`config.mk`:
```
export PLATFORM = sky130hd
export DESIGN_NAME = power_rail_fault_retry_supervisor_flat
export DESIGN_NICKNAME = d
export VERILOG_FILES = /design/src/design/prfs_pkg.sv /design/src/design/prfs_if.sv /design/src/design/power_rail_fault_retry_supervisor.sv /design/src/design/prfs_ram.sv /design/src/flat_wrapper.sv
export SDC_FILE = /design/constraint.sdc
export NUM_CORES = 1
export LEC_CHECK = 0
export BUFFER_PORTS_ARGS = -buffer_cell sky130_fd_sc_hd__buf_4
export CORE_ASPECT_RATIO = 0.6
export CORE_MARGIN = 2
export CORE_UTILIZATION = 45
export DETAILED_ROUTE_END_ITERATION = 10
export HOLD_SLACK_MARGIN = 0.12
export SETUP_SLACK_MARGIN = 0.2
export SLEW_MARGIN = 10
export SYNTH_ARGS = -nofsm -noshare
export SYNTH_HDL_FRONTEND = slang
export SYNTH_SLANG_ARGS = --single-unit
```
`constraint.sdc`:
```
create_clock -name clk_i -period 8 [get_ports clk_i]
set_clock_uncertainty 0.05 [all_clocks]
set_input_delay 1.2 -clock clk_i [delete_from_list [all_inputs] [get_ports clk_i]]
set_output_delay 1.2 -clock clk_i [all_outputs]
set_load 0.005 [all_outputs]
```
`src/design/prfs_pkg.sv`:
```
// Shared types and constants of the power rail fault retry supervisor.
package prfs_pkg;

  localparam int unsigned CH_W    = 4;
  localparam int unsigned TICK_W  = 32;
  localparam int unsigned EVENT_W = 3;
  localparam int unsigned RETRY_W = 4;
  localparam int unsigned SLOT_W  = 4;
  localparam int unsigned CFG_IDX_W = 2;
  localparam int unsigned CFG_DATA_W = 16;

  // Register indexes of the configuration port
  localparam logic [CFG_IDX_W-1:0] CFG_ENABLE_MASK = 2'd0;
  localparam logic [CFG_IDX_W-1:0] CFG_CLEAR_DELAY = 2'd1;
  localparam logic [CFG_IDX_W-1:0] CFG_RETRY_LIMIT = 2'd2;

  localparam logic [15:0] ENABLE_MASK_RST = 16'd8159;
  localparam logic [15:0] CLEAR_DELAY_RST = 16'd5;
  localparam logic [3:0]  RETRY_LIMIT_RST = 4'd5;

  typedef enum logic [EVENT_W-1:0] {
    EV_NONE     = 3'd0,
    EV_DETECTED = 3'd1,
    EV_CLEARED  = 3'd2,
    EV_RETRY    = 3'd3,
    EV_DISABLED = 3'd4
  } prfs_event_e;

  // Per-channel entry kept in the state memory
  typedef struct packed {
    logic               active;
    logic [RETRY_W-1:0] retries;
    logic [TICK_W-1:0]  last_time;
  } prfs_entry_t;

endpackage

```
`src/design/prfs_if.sv`:
```
// Channel interfaces: poll input, result output and configuration write.
interface prfs_poll_if;
  logic                       valid;
  logic                       ready;
  logic [prfs_pkg::CH_W-1:0]   channel;
  logic                       fault_asserted;
  logic [prfs_pkg::TICK_W-1:0] now_ticks;

  modport source (output valid, channel, fault_asserted, now_ticks, input ready);
  modport sink   (input valid, channel, fault_asserted, now_ticks, output ready);
endinterface

interface prfs_res_if;
  logic                         valid;
  logic                         ready;
  logic [prfs_pkg::CH_W-1:0]     channel_out;
  logic [prfs_pkg::EVENT_W-1:0]  event_res;
  logic [prfs_pkg::RETRY_W-1:0]  retry_number;
  logic                         log_valid;
  logic [prfs_pkg::SLOT_W-1:0]   log_slot;

  modport source (output valid, channel_out, event_res, retry_number, log_valid, log_slot,
                  input ready);
  modport sink   (input valid, channel_out, event_res, retry_number, log_valid, log_slot,
                  output ready);
endinterface

interface prfs_cfg_if;
  logic                             valid;
  logic                             ready;
  logic [prfs_pkg::CFG_IDX_W-1:0]    index;
  logic [prfs_pkg::CFG_DATA_W-1:0]   data;

  modport source (output valid, index, data, input ready);
  modport sink   (input valid, index, data, output ready);
endinterface

```
`src/design/power_rail_fault_retry_supervisor.sv`:
```
// Top level of the power rail fault retry supervisor.
//
//   channel  | dir | handshake     | payload
//   ---------+-----+---------------+------------------------------------------------
//   poll_if  | in  | valid / ready | channel, fault_asserted, now_ticks
//   res_if   | out | valid / ready | channel_out, event_res, retry_number,
//            |     |               | log_valid, log_slot
//   cfg_if   | in  | valid / ready | index, data (ready is always high)
//
// One poll per cycle sustained. A poll is transferred in and its channel entry is read
// from the state RAM; in the update stage the entry is updated and written back, and
// the result is loaded into the output register.
// A write back to the entry read by the next poll in the same cycle is forwarded.
// Reset clears per-entry valid flops at once, so no clearing pass is needed; an entry
// not yet written reads as all zero. A stalled result holds the update stage, and the
// poll channel then stalls too.
module power_rail_fault_retry_supervisor #(
  parameter int unsigned CHANNELS  = 16,
  parameter int unsigned LOG_SLOTS = 16
) (
  input  logic clk_i,
  input  logic rst_ni,
  prfs_poll_if.sink  poll_if,
  prfs_res_if.source res_if,
  prfs_cfg_if.sink   cfg_if
);
  import prfs_pkg::*;

  localparam int unsigned AW = (CHANNELS > 1) ? $clog2(CHANNELS) : 1;
  localparam int unsigned SW = (LOG_SLOTS > 1) ? $clog2(LOG_SLOTS) : 1;
  localparam int unsigned EW = $bits(prfs_entry_t);
  localparam logic [SW-1:0] SLOT_LAST = SW'(LOG_SLOTS - 1);

  // Configuration registers
  logic [15:0] enable_mask_q;
  logic [15:0] clear_delay_q;
  logic [3:0]  retry_limit_q;

  // Pipeline control
  logic poll_xfer, s1_adv, s1_valid_q, out_valid_q;

  // Update stage item
  logic [CH_W-1:0]   s1_channel_q;
  logic              s1_fault_q;
  logic [TICK_W-1:0] s1_now_q;
  logic              s1_in_range_q;
  logic [AW-1:0]     s1_addr_q;
  logic              s1_entry_vld_q;
  logic              fwd_hit_q;
  prfs_entry_t       fwd_entry_q;

  // Per-entry valid flags and log ring pointer
  logic [CHANNELS-1:0] entry_vld_q, entry_vld_d;
  logic [SW-1:0]       next_slot_q, next_slot_d;

  logic [AW-1:0]        poll_addr;
  logic                 poll_in_range;
  logic [EW-1:0]        ram_rdata;
  prfs_entry_t          cur_entry, new_entry;
  prfs_event_e          ev;
  logic [SW+SLOT_W-1:0] slot_ext;
  logic                 log_vld;
  logic [TICK_W-1:0]    elapsed;
  logic                 en_bit;

  // Output register
  logic [CH_W-1:0]    out_channel_q;
  prfs_event_e        out_event_q;
  logic [RETRY_W-1:0] out_retry_q;
  logic               out_log_vld_q;
  logic [SLOT_W-1:0]  out_slot_q;

  // Handshakes
  assign s1_adv        = s1_valid_q && (!out_valid_q || res_if.ready);
  assign poll_if.ready = !s1_valid_q || s1_adv;
  assign poll_xfer     = poll_if.valid && poll_if.ready;
  assign cfg_if.ready  = 1'b1;

  // Map the 4-bit channel onto a RAM address; out-of-range channels touch nothing
  assign poll_addr     = AW'({{AW{1'b0}}, poll_if.channel});
  assign poll_in_range = 32'(poll_if.channel) < CHANNELS;

  prfs_ram #(
    .WIDTH (EW),
    .DEPTH (CHANNELS)
  ) u_state_ram (
    .clk_i   (clk_i),
    .we_i    (s1_adv && s1_in_range_q),
    .waddr_i (s1_addr_q),
    .wdata_i (new_entry),
    .re_i    (poll_xfer),
    .raddr_i (poll_addr),
    .rdata_o (ram_rdata)
  );

  // Pick forwarded data over the RAM when the previous update hit this entry;
  // an entry never written reads as its reset value.
  always_comb begin
    if (fwd_hit_q) begin
      cur_entry = fwd_entry_q;
    end else if (s1_entry_vld_q) begin
      cur_entry = prfs_entry_t'(ram_rdata);
    end else begin
      cur_entry = '0;
    end
  end

  assign en_bit  = enable_mask_q[s1_channel_q];
  assign elapsed = s1_now_q - cur_entry.last_time;

  // Fault state update for one poll
  always_comb begin
    new_entry   = cur_entry;
    ev          = EV_NONE;
    log_vld     = 1'b0;
    next_slot_d = next_slot_q;
    if (s1_in_range_q) begin
      priority if (s1_fault_q && !cur_entry.active) begin
        new_entry.active    = 1'b1;
        new_entry.retries   = '0;
        new_entry.last_time = s1_now_q;
        ev                  = EV_DETECTED;
        log_vld             = 1'b1;
        next_slot_d         = (next_slot_q == SLOT_LAST) ? '0 : next_slot_q + 1'b1;
      end else if (!s1_fault_q && cur_entry.active) begin
        if (elapsed > {16'd0, clear_delay_q}) begin
          new_entry.active = 1'b0;
          ev               = EV_CLEARED;
        end
      end else if (cur_entry.active && en_bit) begin
        if (cur_entry.retries < retry_limit_q) begin
          new_entry.retries   = cur_entry.retries + 1'b1;
          new_entry.last_time = s1_now_q;
          ev                  = EV_RETRY;
        end else begin
          new_entry.active = 1'b0;
          ev               = EV_DISABLED;
        end
      end else begin
        // Hold the entry: idle channel, or a fault with no switch to retry
        new_entry = cur_entry;
      end
    end
  end

  // Report only the low bits of the ring slot
  assign slot_ext = {{SLOT_W{1'b0}}, next_slot_q};

  always_comb begin
    entry_vld_d = entry_vld_q;
    if (s1_adv && s1_in_range_q) begin
      entry_vld_d[s1_addr_q] = 1'b1;
    end
  end

  // Control state
  always_ff @(posedge clk_i or negedge rst_ni) begin
    if (!rst_ni) begin
      enable_mask_q <= ENABLE_MASK_RST;
      clear_delay_q <= CLEAR_DELAY_RST;
      retry_limit_q <= RETRY_LIMIT_RST;
      s1_valid_q    <= 1'b0;
      out_valid_q   <= 1'b0;
      entry_vld_q   <= '0;
      next_slot_q   <= '0;
      fwd_hit_q     <= 1'b0;
    end else begin
      if (cfg_if.valid) begin
        unique case (cfg_if.index)
          CFG_ENABLE_MASK: enable_mask_q <= cfg_if.data;
          CFG_CLEAR_DELAY: clear_delay_q <= cfg_if.data;
          CFG_RETRY_LIMIT: retry_limit_q <= cfg_if.data[3:0];
          default: ;
        endcase
      end
      if (poll_xfer) begin
        s1_valid_q <= 1'b1;
        // Forward when this cycle's write back lands on the entry just read
        fwd_hit_q  <= s1_adv && s1_in_range_q && (s1_addr_q == poll_addr);
      end else if (s1_adv) begin
        s1_valid_q <= 1'b0;
      end
      if (s1_adv) begin
        out_valid_q <= 1'b1;
        entry_vld_q <= entry_vld_d;
        next_slot_q <= next_slot_d;
      end else if (res_if.ready) begin
        out_valid_q <= 1'b0;
      end
    end
  end

  // Payload registers
  always_ff @(posedge clk_i) begin
    if (poll_xfer) begin
      s1_channel_q   <= poll_if.channel;
      s1_fault_q     <= poll_if.fault_asserted;
      s1_now_q       <= poll_if.now_ticks;
      s1_in_range_q  <= poll_in_range;
      s1_addr_q      <= poll_addr;
      s1_entry_vld_q <= entry_vld_q[poll_addr];
      fwd_entry_q    <= new_entry;
    end
    if (s1_adv) begin
      out_channel_q <= s1_channel_q;
      out_event_q   <= ev;
      out_retry_q   <= s1_in_range_q ? new_entry.retries : '0;
      out_log_vld_q <= log_vld;
      out_slot_q    <= log_vld ? slot_ext[SLOT_W-1:0] : '0;
    end
  end

  assign res_if.valid        = out_valid_q;
  assign res_if.channel_out  = out_channel_q;
  assign res_if.event_res    = out_event_q;
  assign res_if.retry_number = out_retry_q;
  assign res_if.log_valid    = out_log_vld_q;
  assign res_if.log_slot     = out_slot_q;

endmodule

```
`src/design/prfs_ram.sv`:
```
// Generic single-port-write, single-port-read RAM with registered read data.
module prfs_ram #(
  parameter int unsigned WIDTH = 8,
  parameter int unsigned DEPTH = 16
) (
  input  logic                                  clk_i,
  input  logic                                  we_i,
  input  logic [(DEPTH > 1 ? $clog2(DEPTH) : 1)-1:0] waddr_i,
  input  logic [WIDTH-1:0]                      wdata_i,
  input  logic                                  re_i,
  input  logic [(DEPTH > 1 ? $clog2(DEPTH) : 1)-1:0] raddr_i,
  output logic [WIDTH-1:0]                      rdata_o
);

  logic [WIDTH-1:0] mem_q [DEPTH];

  always_ff @(posedge clk_i) begin
    if (we_i) begin
      mem_q[waddr_i] <= wdata_i;
    end
    if (re_i) begin
      rdata_o <= mem_q[raddr_i];
    end
  end

endmodule

```
`src/flat_wrapper.sv`:
```
// flat-port wrapper written by rule: the top's interface ports become plain ports
module power_rail_fault_retry_supervisor_flat import prfs_pkg::*;
#(
  parameter int unsigned CHANNELS  = 16,
  parameter int unsigned LOG_SLOTS = 16
)
  (clk_i, rst_ni, poll_if_valid, poll_if_channel, poll_if_fault_asserted, poll_if_now_ticks, poll_if_ready, res_if_valid, res_if_channel_out, res_if_event_res, res_if_retry_number, res_if_log_valid, res_if_log_slot, res_if_ready, cfg_if_valid, cfg_if_index, cfg_if_data, cfg_if_ready);
  prfs_poll_if poll_if_i ();
  prfs_res_if res_if_i ();
  prfs_cfg_if cfg_if_i ();
  input  logic clk_i;
  input  logic rst_ni;
  input wire logic [$bits(poll_if_i.valid)-1:0] poll_if_valid;
  input wire logic [$bits(poll_if_i.channel)-1:0] poll_if_channel;
  input wire logic [$bits(poll_if_i.fault_asserted)-1:0] poll_if_fault_asserted;
  input wire logic [$bits(poll_if_i.now_ticks)-1:0] poll_if_now_ticks;
  output wire logic [$bits(poll_if_i.ready)-1:0] poll_if_ready;
  output wire logic [$bits(res_if_i.valid)-1:0] res_if_valid;
  output wire logic [$bits(res_if_i.channel_out)-1:0] res_if_channel_out;
  output wire logic [$bits(res_if_i.event_res)-1:0] res_if_event_res;
  output wire logic [$bits(res_if_i.retry_number)-1:0] res_if_retry_number;
  output wire logic [$bits(res_if_i.log_valid)-1:0] res_if_log_valid;
  output wire logic [$bits(res_if_i.log_slot)-1:0] res_if_log_slot;
  input wire logic [$bits(res_if_i.ready)-1:0] res_if_ready;
  input wire logic [$bits(cfg_if_i.valid)-1:0] cfg_if_valid;
  input wire logic [$bits(cfg_if_i.index)-1:0] cfg_if_index;
  input wire logic [$bits(cfg_if_i.data)-1:0] cfg_if_data;
  output wire logic [$bits(cfg_if_i.ready)-1:0] cfg_if_ready;
  assign poll_if_i.valid = poll_if_valid;
  assign poll_if_i.channel = poll_if_channel;
  assign poll_if_i.fault_asserted = poll_if_fault_asserted;
  assign poll_if_i.now_ticks = poll_if_now_ticks;
  assign poll_if_ready = poll_if_i.ready;
  assign res_if_valid = res_if_i.valid;
  assign res_if_channel_out = res_if_i.channel_out;
  assign res_if_event_res = res_if_i.event_res;
  assign res_if_retry_number = res_if_i.retry_number;
  assign res_if_log_valid = res_if_i.log_valid;
  assign res_if_log_slot = res_if_i.log_slot;
  assign res_if_i.ready = res_if_ready;
  assign cfg_if_i.valid = cfg_if_valid;
  assign cfg_if_i.index = cfg_if_index;
  assign cfg_if_i.data = cfg_if_data;
  assign cfg_if_ready = cfg_if_i.ready;
  power_rail_fault_retry_supervisor #(.CHANNELS(CHANNELS), .LOG_SLOTS(LOG_SLOTS)) u_core (.clk_i(clk_i), .rst_ni(rst_ni), .poll_if(poll_if_i), .res_if(res_if_i), .cfg_if(cfg_if_i));
endmodule
```
==> metrics, run 1 <==
status=finished clean; Pre-antenna DRT Iters=5; CTS H-Tree Depth=3; top cells by area, synth=edfxtp_1 (66%), mux4_2 (13%), dfrtp_1 (3.3%); critical path launch point=u_core.s1_entry_vld_q; Seq cells post-synth=779; CP Launch Type=flip-flop; internal power=7.20 mW; Data required, critical path=8.41 ns; Fillers=5,806; chip width=about 350 um; Seq pwr share=50.8%; post-synth top area share=66.0%; largest net degree at the start of global routing=74; GRT Overall Usage=22.7%; Post-Synth Adder-Cell Area=1.92%; P_sw=between 2 and 2.5 mW; CP endpoint kind=flip-flop; Seq/Total Area, Yosys=70.6%; commonest non-fill, non-tap cells in the layout=edfxtp_1 (720), mux4_2 (195), buf_4 (133); Slew headroom=19.7%; Clock Tree Buf Depth=3; Die H=about 210 um; Detail Placement HPWL=slightly below 50,000 um; share of cells above drive strength 1=28.6%; final setup vio count=0; Hold Vio Cnt, Final=0; Arr. time, crit path=6.78 ns; Final Cycle Share=79.6%; routed len/inst=~29 um; number of vias per cell=around 6.0; Comb pwr share=13.2%; area leader, netlist=edfxtp_1; Sw Share=25.0%; Max-cap violations=0; setup TNS=0 ns; Hold WC Path Type=reg2reg; Clock Latency Late Sink=0.63 ns; initial antenna violation count=0; largest family of logic cells by synthesized area=multiplexers; grt total ovfl=0; min cycle time layout=about 6.4 ns; Worst-Margin Slew=1.21 ns; number of buffers created by CTS=73; initial drt markers=between 1,500 and 2,000; Mapped Cells=roughly 1,800; antenna-violating nets left=0; commonest non-fill, non-tap cell in the layout=edfxtp_1; final slew viol count=0; starting density of the core=45.6%; Total Nets Final=1,998; CP Max Fanout=23; die area=75,000 um2; EDFF count, synth=720; unrepaired setup endpoints after global routing=false; CTS root buf=clkbuf_16; vias in the first global route=17,300; clock transition at the registers of the reported paths=roughly 0.060 ns; total vias in the final route=17,500; leak pwr=12.4 nW; DRC Markers=0; Synth async-reset ratio=7.57%; Crit Path Category=reg2reg; non-filler instance count after layout=2,924; Clock Power Share=36.0%; clk sinks=approximately 800; Netlist cell types=89; GPL Wtd Cong=0.890; Post-Synth Simple-Gate Area=between 5 and 6%; Multi-input gate area=9270 um2; hold_buf cts=0; Peak VDD IR=around 0.16 mV; standard-cell rows=76; detailed-route wire length=roughly 84,000 um; worst slack, placed=1.69 ns; post-synthesis mux area share=14.9%; mapped cell area=roughly 33,000 um2; Core ar.=71,900 um2; Syn-to-layout area delta=13.3%; fraction of the mapped netlist area in compound gates=4.76%; total power=9.60 mW; Final WS setup=1.63 ns; f_max=157 MHz; pwr/cell area=259 nW/um2; Reg2Reg Launch Point=u_core.s1_entry_vld_q; post-CTS setup buffer count=0; Post-Place Cells=about 2,800; Synth Area in XOR/XNOR=less than 1%; syn_nets=roughly 1,900; Syn Area/Cell=approximately 18 um2; top_reg_cell synth=edfxtp_1; Boundary Pins=79; YS warnings=0; IO Port Bufs=77; PostCTS Resize Cnt=0; register area=23,100 um2; hold_sp=u_core.entry_vld_q[10]; first-pass GRT wire length=121,000 um; TritonCTS clock tree=built
path summary, 6_finish.rpt:
path	to	slack [ns]	cells past startpoint
worst min register to register	u_core.entry_vld_q[10]	0.41	1
worst max-delay path	u_core.u_state_ram.mem_q[8][36]	1.63	22
min in group asynchronous	u_core.clear_delay_q[11]	0.61	1
worst min-delay path	u_core.entry_vld_q[10]	0.41	1
worst max register to register	u_core.u_state_ram.mem_q[8][36]	1.63	22
max in group asynchronous	u_core.fwd_hit_q	6.75	1
kinds of logic after synthesis:
family	Yosys count
buf+inv	121
flops	779
simple gates	335
xor+xnor	29
fa+ha+maj	52
compound gates	218
other cells	1
mux	239
per-layer routing:
layer	vias up	global-route usage, %	share of wire, %	wire length (um)
li1	7443	-	-	-
met1	9281	35.4	47	39400
met4	0	5.51	2.0	1720
met5	-	0	0	0
met2	654	32.1	43	36200
met3	92	5.35	8.2	6900
sequential cells by signal, indices dropped and copies added, names as in the netlist, 16 cells and up:
signal                      count
u_core.fwd_entry_q             37
u_core.u_state_ram.mem_q      592
u_core.clear_delay_q           16
u_core.u_state_ram.rdata_o     37
u_core.s1_now_q                32
u_core.entry_vld_q             16
u_core.enable_mask_q           16
layout make-up:
cell class              instances  share of cell area [%]
inverters                      33                   0.341
multi-input cells             874                    25.0
clock inverters                30                   0.904
repair buffers                135                    2.76
flip-flops and latches        779                    62.3
well taps                     975                    3.29
clock buffers                  97                    5.42
diodes                          1                 0.00674
cells in the mapped netlist (5+ instances only):
library cell and n:
buf_2 11, dfstp_2 16, and3_1 13, o21bai_1 5
nor2_1 62, nand2_1 91, a31oi_1 10, nand3_1 21
o21a_1 8, and3b_1 12, mux4_2 195, o21ai_0 49
or2_2 20, and2_1 11, maj3_1 8, a211oi_1 7
o21ai_1 6, nand3b_1 10, nor3_1 14, or3_1 7
mux2_2 39, nand2b_1 14, dfrtp_1 43, xor2_1 14
nand4_1 16, clkbuf_1 59, a21o_1 11, a22oi_1 22
mux2i_1 5, nor2b_1 13, inv_1 33, edfxtp_1 720
ha_1 42, xnor2_1 15, buf_1 14, a21oi_1 38
power groups by stage:
stage / Combinational, mW / Sequential, mW / Clock (mW)
final: 1.26 / 4.88 / 3.46
after global routing: 1.37 / 4.89 / 3.69
after CTS: 1.26 / 4.88 / 3.53
after detailed placement: 1.25 / 4.96 / 0
after global placement: 1.22 / 4.95 / 0
after floorplan: 0.816 / 4.92 / 0
worst max-delay path: stages (launching register included):
cell,delay (ns)
edfxtp_1,0.90
nor2b_2,0.30
a22o_1,0.16
ha_1,0.15
inv_1,0.06
ha_1,0.21
a31oi_1,0.24
a21o_1,0.23
a211oi_2,0.12
a32oi_1,0.46
xnor2_1,0.20
ha_1,0.27
and3_1,0.18
a221o_1,0.35
a221o_1,0.35
o21ai_0,0.24
and4_1,0.24
o2111ai_1,0.11
or4b_1,0.54
nor4_2,0.15
nand4_1,0.22
o21ai_1,0.23
buf_4,0.24
stage by stage:
step	cell area, um2	hold slack, ns	util (%)
floorplan	32800	0.374	-
global placement	34800	0.396	48.3
detailed placement	34800	0.399	48.3
CTS	37100	0.415	51.6
global route	37100	0.426	51.6
finish	37100	0.412	51.6
Power figures use the tool's default switching activity.
==> run 2: changes to the inputs <==
==> constraint.sdc (replaced) <==
create_clock -name clk_i -period 6.43 [get_ports clk_i]
set_clock_uncertainty 0.05 [all_clocks]
set_input_delay 0.9645 -clock clk_i [delete_from_list [all_inputs] [get_ports clk_i]]
set_output_delay 0.9645 -clock clk_i [all_outputs]
set_load 0.005 [all_outputs]
==> metrics, run 2 (same netlist as run 1, synthesis figures left out) <==
Ant. Diodes=0 (-1); grt met2 use=32.2% (about the same); Data required, critical path=6.84 ns (-1.57 ns); CTS root buf=clkbuf_16; starting density of the core=45.6% (unchanged); CP Max Fanout=22 (-4.3%); P_sw=3.02 mW (+26%); status=finished clean; met1 Usage GRT=36.1% (+0.69 points); commonest non-fill, non-tap cells in the layout=edfxtp_1 (720), mux4_2 (195), buf_4 (137); Clock Power Share=36.7% (+0.7 points); WHS=0.379 ns (-0.0323 ns); Syn-to-layout area delta=14.0%; initial drt markers=1,962 (+12%); Seq pwr share=50.1% (-0.7 points); pwr/cell area=324 nW/um2 (+25%); Sw Share=25.0% (-0.060 points); leak pwr=12.5 nW (+0.86%); Crit path max-delay family=compound AO/OA/AOI/OAI gates; Post-Place Cells=2,800 (+0.14%); vias in the first global route=17,300 (+0.32%); Pre-antenna DRT Iters=6 (+1); number of vias per cell=6.01 (+0.53%); FF-to-FF End=u_core.u_state_ram.mem_q[8][36]; number of buffers created by CTS=73 (unchanged); Arr. time, crit path=6.30 ns (-0.48 ns); Slew headroom=22.3% (+2.7 points); Worst-Margin Slew=1.16 ns (-0.0441 ns); CTS H-Tree Depth=3 (unchanged); initial antenna violation count=3 (+3); min cycle time layout=5.89 ns (-0.476 ns); met3 GRT Util=5.03% (-0.32 points); standard-cell rows=76 (unchanged); Die H=213 um (unchanged); DRC Markers=0 (unchanged); die area=75,000 um2 (unchanged); Clock Tree Buf Depth=3 (unchanged); R2R depth=20 (-9.1%); Total Nets Final=2,005 (+0.35%); CP Launch Type=flip-flop; Fillers=5,756 (-0.86%); chip width=352 um (unchanged); GPL Wtd Cong=0.883 (-0.73%); Biggest register=u_core.u_state_ram.mem_q; non-filler instance count after layout=2,934 (+0.34%); Peak VDD IR=0.240 mV (+53%); largest net degree at the start of global routing=86 (+16%); Detail Placement HPWL=49,600 um (+1.5%); Reg2Reg Launch Point=u_core.fwd_hit_q; Final Cycle Share=91.6% (+12 points); Boundary Pins=79 (unchanged); setup TNS=0 ns (unchanged); Hold Vio Cnt, Final=0 (unchanged); commonest non-fill, non-tap cell in the layout=edfxtp_1; final slew viol count=0 (unchanged); routed len/inst=28.8 um (+0.15%); Clock Latency Late Sink=0.63 ns (about the same); hold_buf cts=0 (unchanged); max reg flops=592 (unchanged); TritonCTS clock tree=built; total vias in the final route=17,600 (+0.87%); Comb pwr share=13.2% (about the same); register area=23,100 um2 (about the same); CP endpoint kind=flip-flop; f_max=170 MHz (+8.1%); internal power=9.07 mW (+26%); Crit path top cell by count=o21ai_0; grt total ovfl=0 (unchanged); CP max-delay cell=dfrtp_4; Multi-input gate area=9330 um2 (+0.65%); clock transition at the registers of the reported paths=0.07 ns (about the same); gr busiest metal=met1; Hold WC Path Type=in2async; critical path, cell by cell=buf_6 -> and2b_1 -> a2111oi_4 -> a21boi_4 -> and4_1 -> o21ai_0 -> o21ai_0 -> xnor2_1 -> ha_1 -> and3_1 -> a221o_1 -> a221o_1 -> o21ai_0 -> and4_1 -> o2111ai_1 -> or4b_1 -> nor4_2 -> nand4_1 -> o21ai_1 -> buf_4; detailed-route wire length=84,600 um (+0.49%); max incr delay on CP=0.55 ns (-0.35 ns); Max-cap violations=0 (unchanged); biggest regs=u_core.u_state_ram.mem_q (592), u_core.fwd_entry_q (37), u_core.u_state_ram.rdata_o (37); first-pass GRT wire length=123,000 um (+1.0%); reg-to-reg setup timing slack=0.54 ns (-1.09 ns); final setup vio count=0 (unchanged); share of cells above drive strength 1=29.6% (+0.96 points); unrepaired setup endpoints after global routing=false; IO Port Bufs=77 (unchanged); GRT Overall Usage=22.8% (+0.078 points); Crit Path Category=reg2reg; Core ar.=71,900 um2 (unchanged); WP buf/inv=2 (unchanged); clk sinks=779 (unchanged); antenna-violating nets left=0 (unchanged)
run 2: changes by cell type in the layout (fill, tap and decap cells not counted), sizes merged:
| cell | previous run | this run |
|---|---|---|
| clkinvlp | 3 | 7 |
| diode | 1 | 0 |
| bufinv | 5 | 7 |
| clkbuf | 97 | 89 |
| inv | 37 | 38 |
| buf | 135 | 142 |
| clkinv | 18 | 23 |
run 2: worst max path at each step:
stage                           from                         endpoint  slack, ns  depth (start not counted)
CTS                 u_core.fwd_hit_q           u_core.fwd_entry_q[36]       0.39                         21
global placement    u_core.fwd_hit_q           u_core.fwd_entry_q[36]       0.54                         22
global route        u_core.fwd_hit_q  u_core.u_state_ram.mem_q[8][36]       0.22                         23
finish              u_core.fwd_hit_q  u_core.u_state_ram.mem_q[8][36]       0.54                         20
floorplan           u_core.fwd_hit_q           u_core.fwd_entry_q[36]       0.72                         24
detailed placement  u_core.fwd_hit_q           u_core.fwd_entry_q[36]       0.41                         21
run 2: metal layers:
| layer | share of wire, % | vias to the layer above |
|---|---|---|
| met4 | 1.8 | 0 |
| met1 | 47 | 9334 |
| met2 | 43 | 739 |
| met3 | 8.4 | 88 |
| met5 | 0 | - |
| li1 | - | 7461 |
run 2: final cells by class:
class / instances / share of cell area [%]
Tap cell: 975 / 3.27
Multi-Input combinational cell: 874 / 25.0
Sequential cell: 779 / 61.9
Timing Repair Buffer: 142 / 2.96
Clock buffer: 89 / 5.34
Clock inverter: 42 / 1.21
Inverter: 33 / 0.338
run 2: what timing repair did:
action                                  4_1_cts  5_1_grt
setup buffers                                 0        3
endpoints found under the setup margin        0       18
resized for setup                             0        8
hold endpoints to repair                      0        0
run 2: power groups by stage:
stage                     registers [mW]  logic (mW)  clock network, mW
after floorplan                     6.12        1.01                  0
after global placement              6.16        1.53                  0
after detailed placement            6.16        1.56                  0
after CTS                           6.06        1.57               4.53
after global routing                6.08        1.74               4.71
final                               6.06        1.59               4.43
run 2: stage by stage:
step                      instance area [um2]  power (mW)  util [%]  worst slack (ns)
after floorplan                         32800        7.13         -             0.716
after global placement                  34800        7.69      48.4             0.543
after detailed placement                34800        7.72      48.4             0.407
after CTS                               37300        12.2      51.8             0.392
after global routing                    37400        12.5      52.0             0.219
final                                   37400        12.1      52.0             0.538
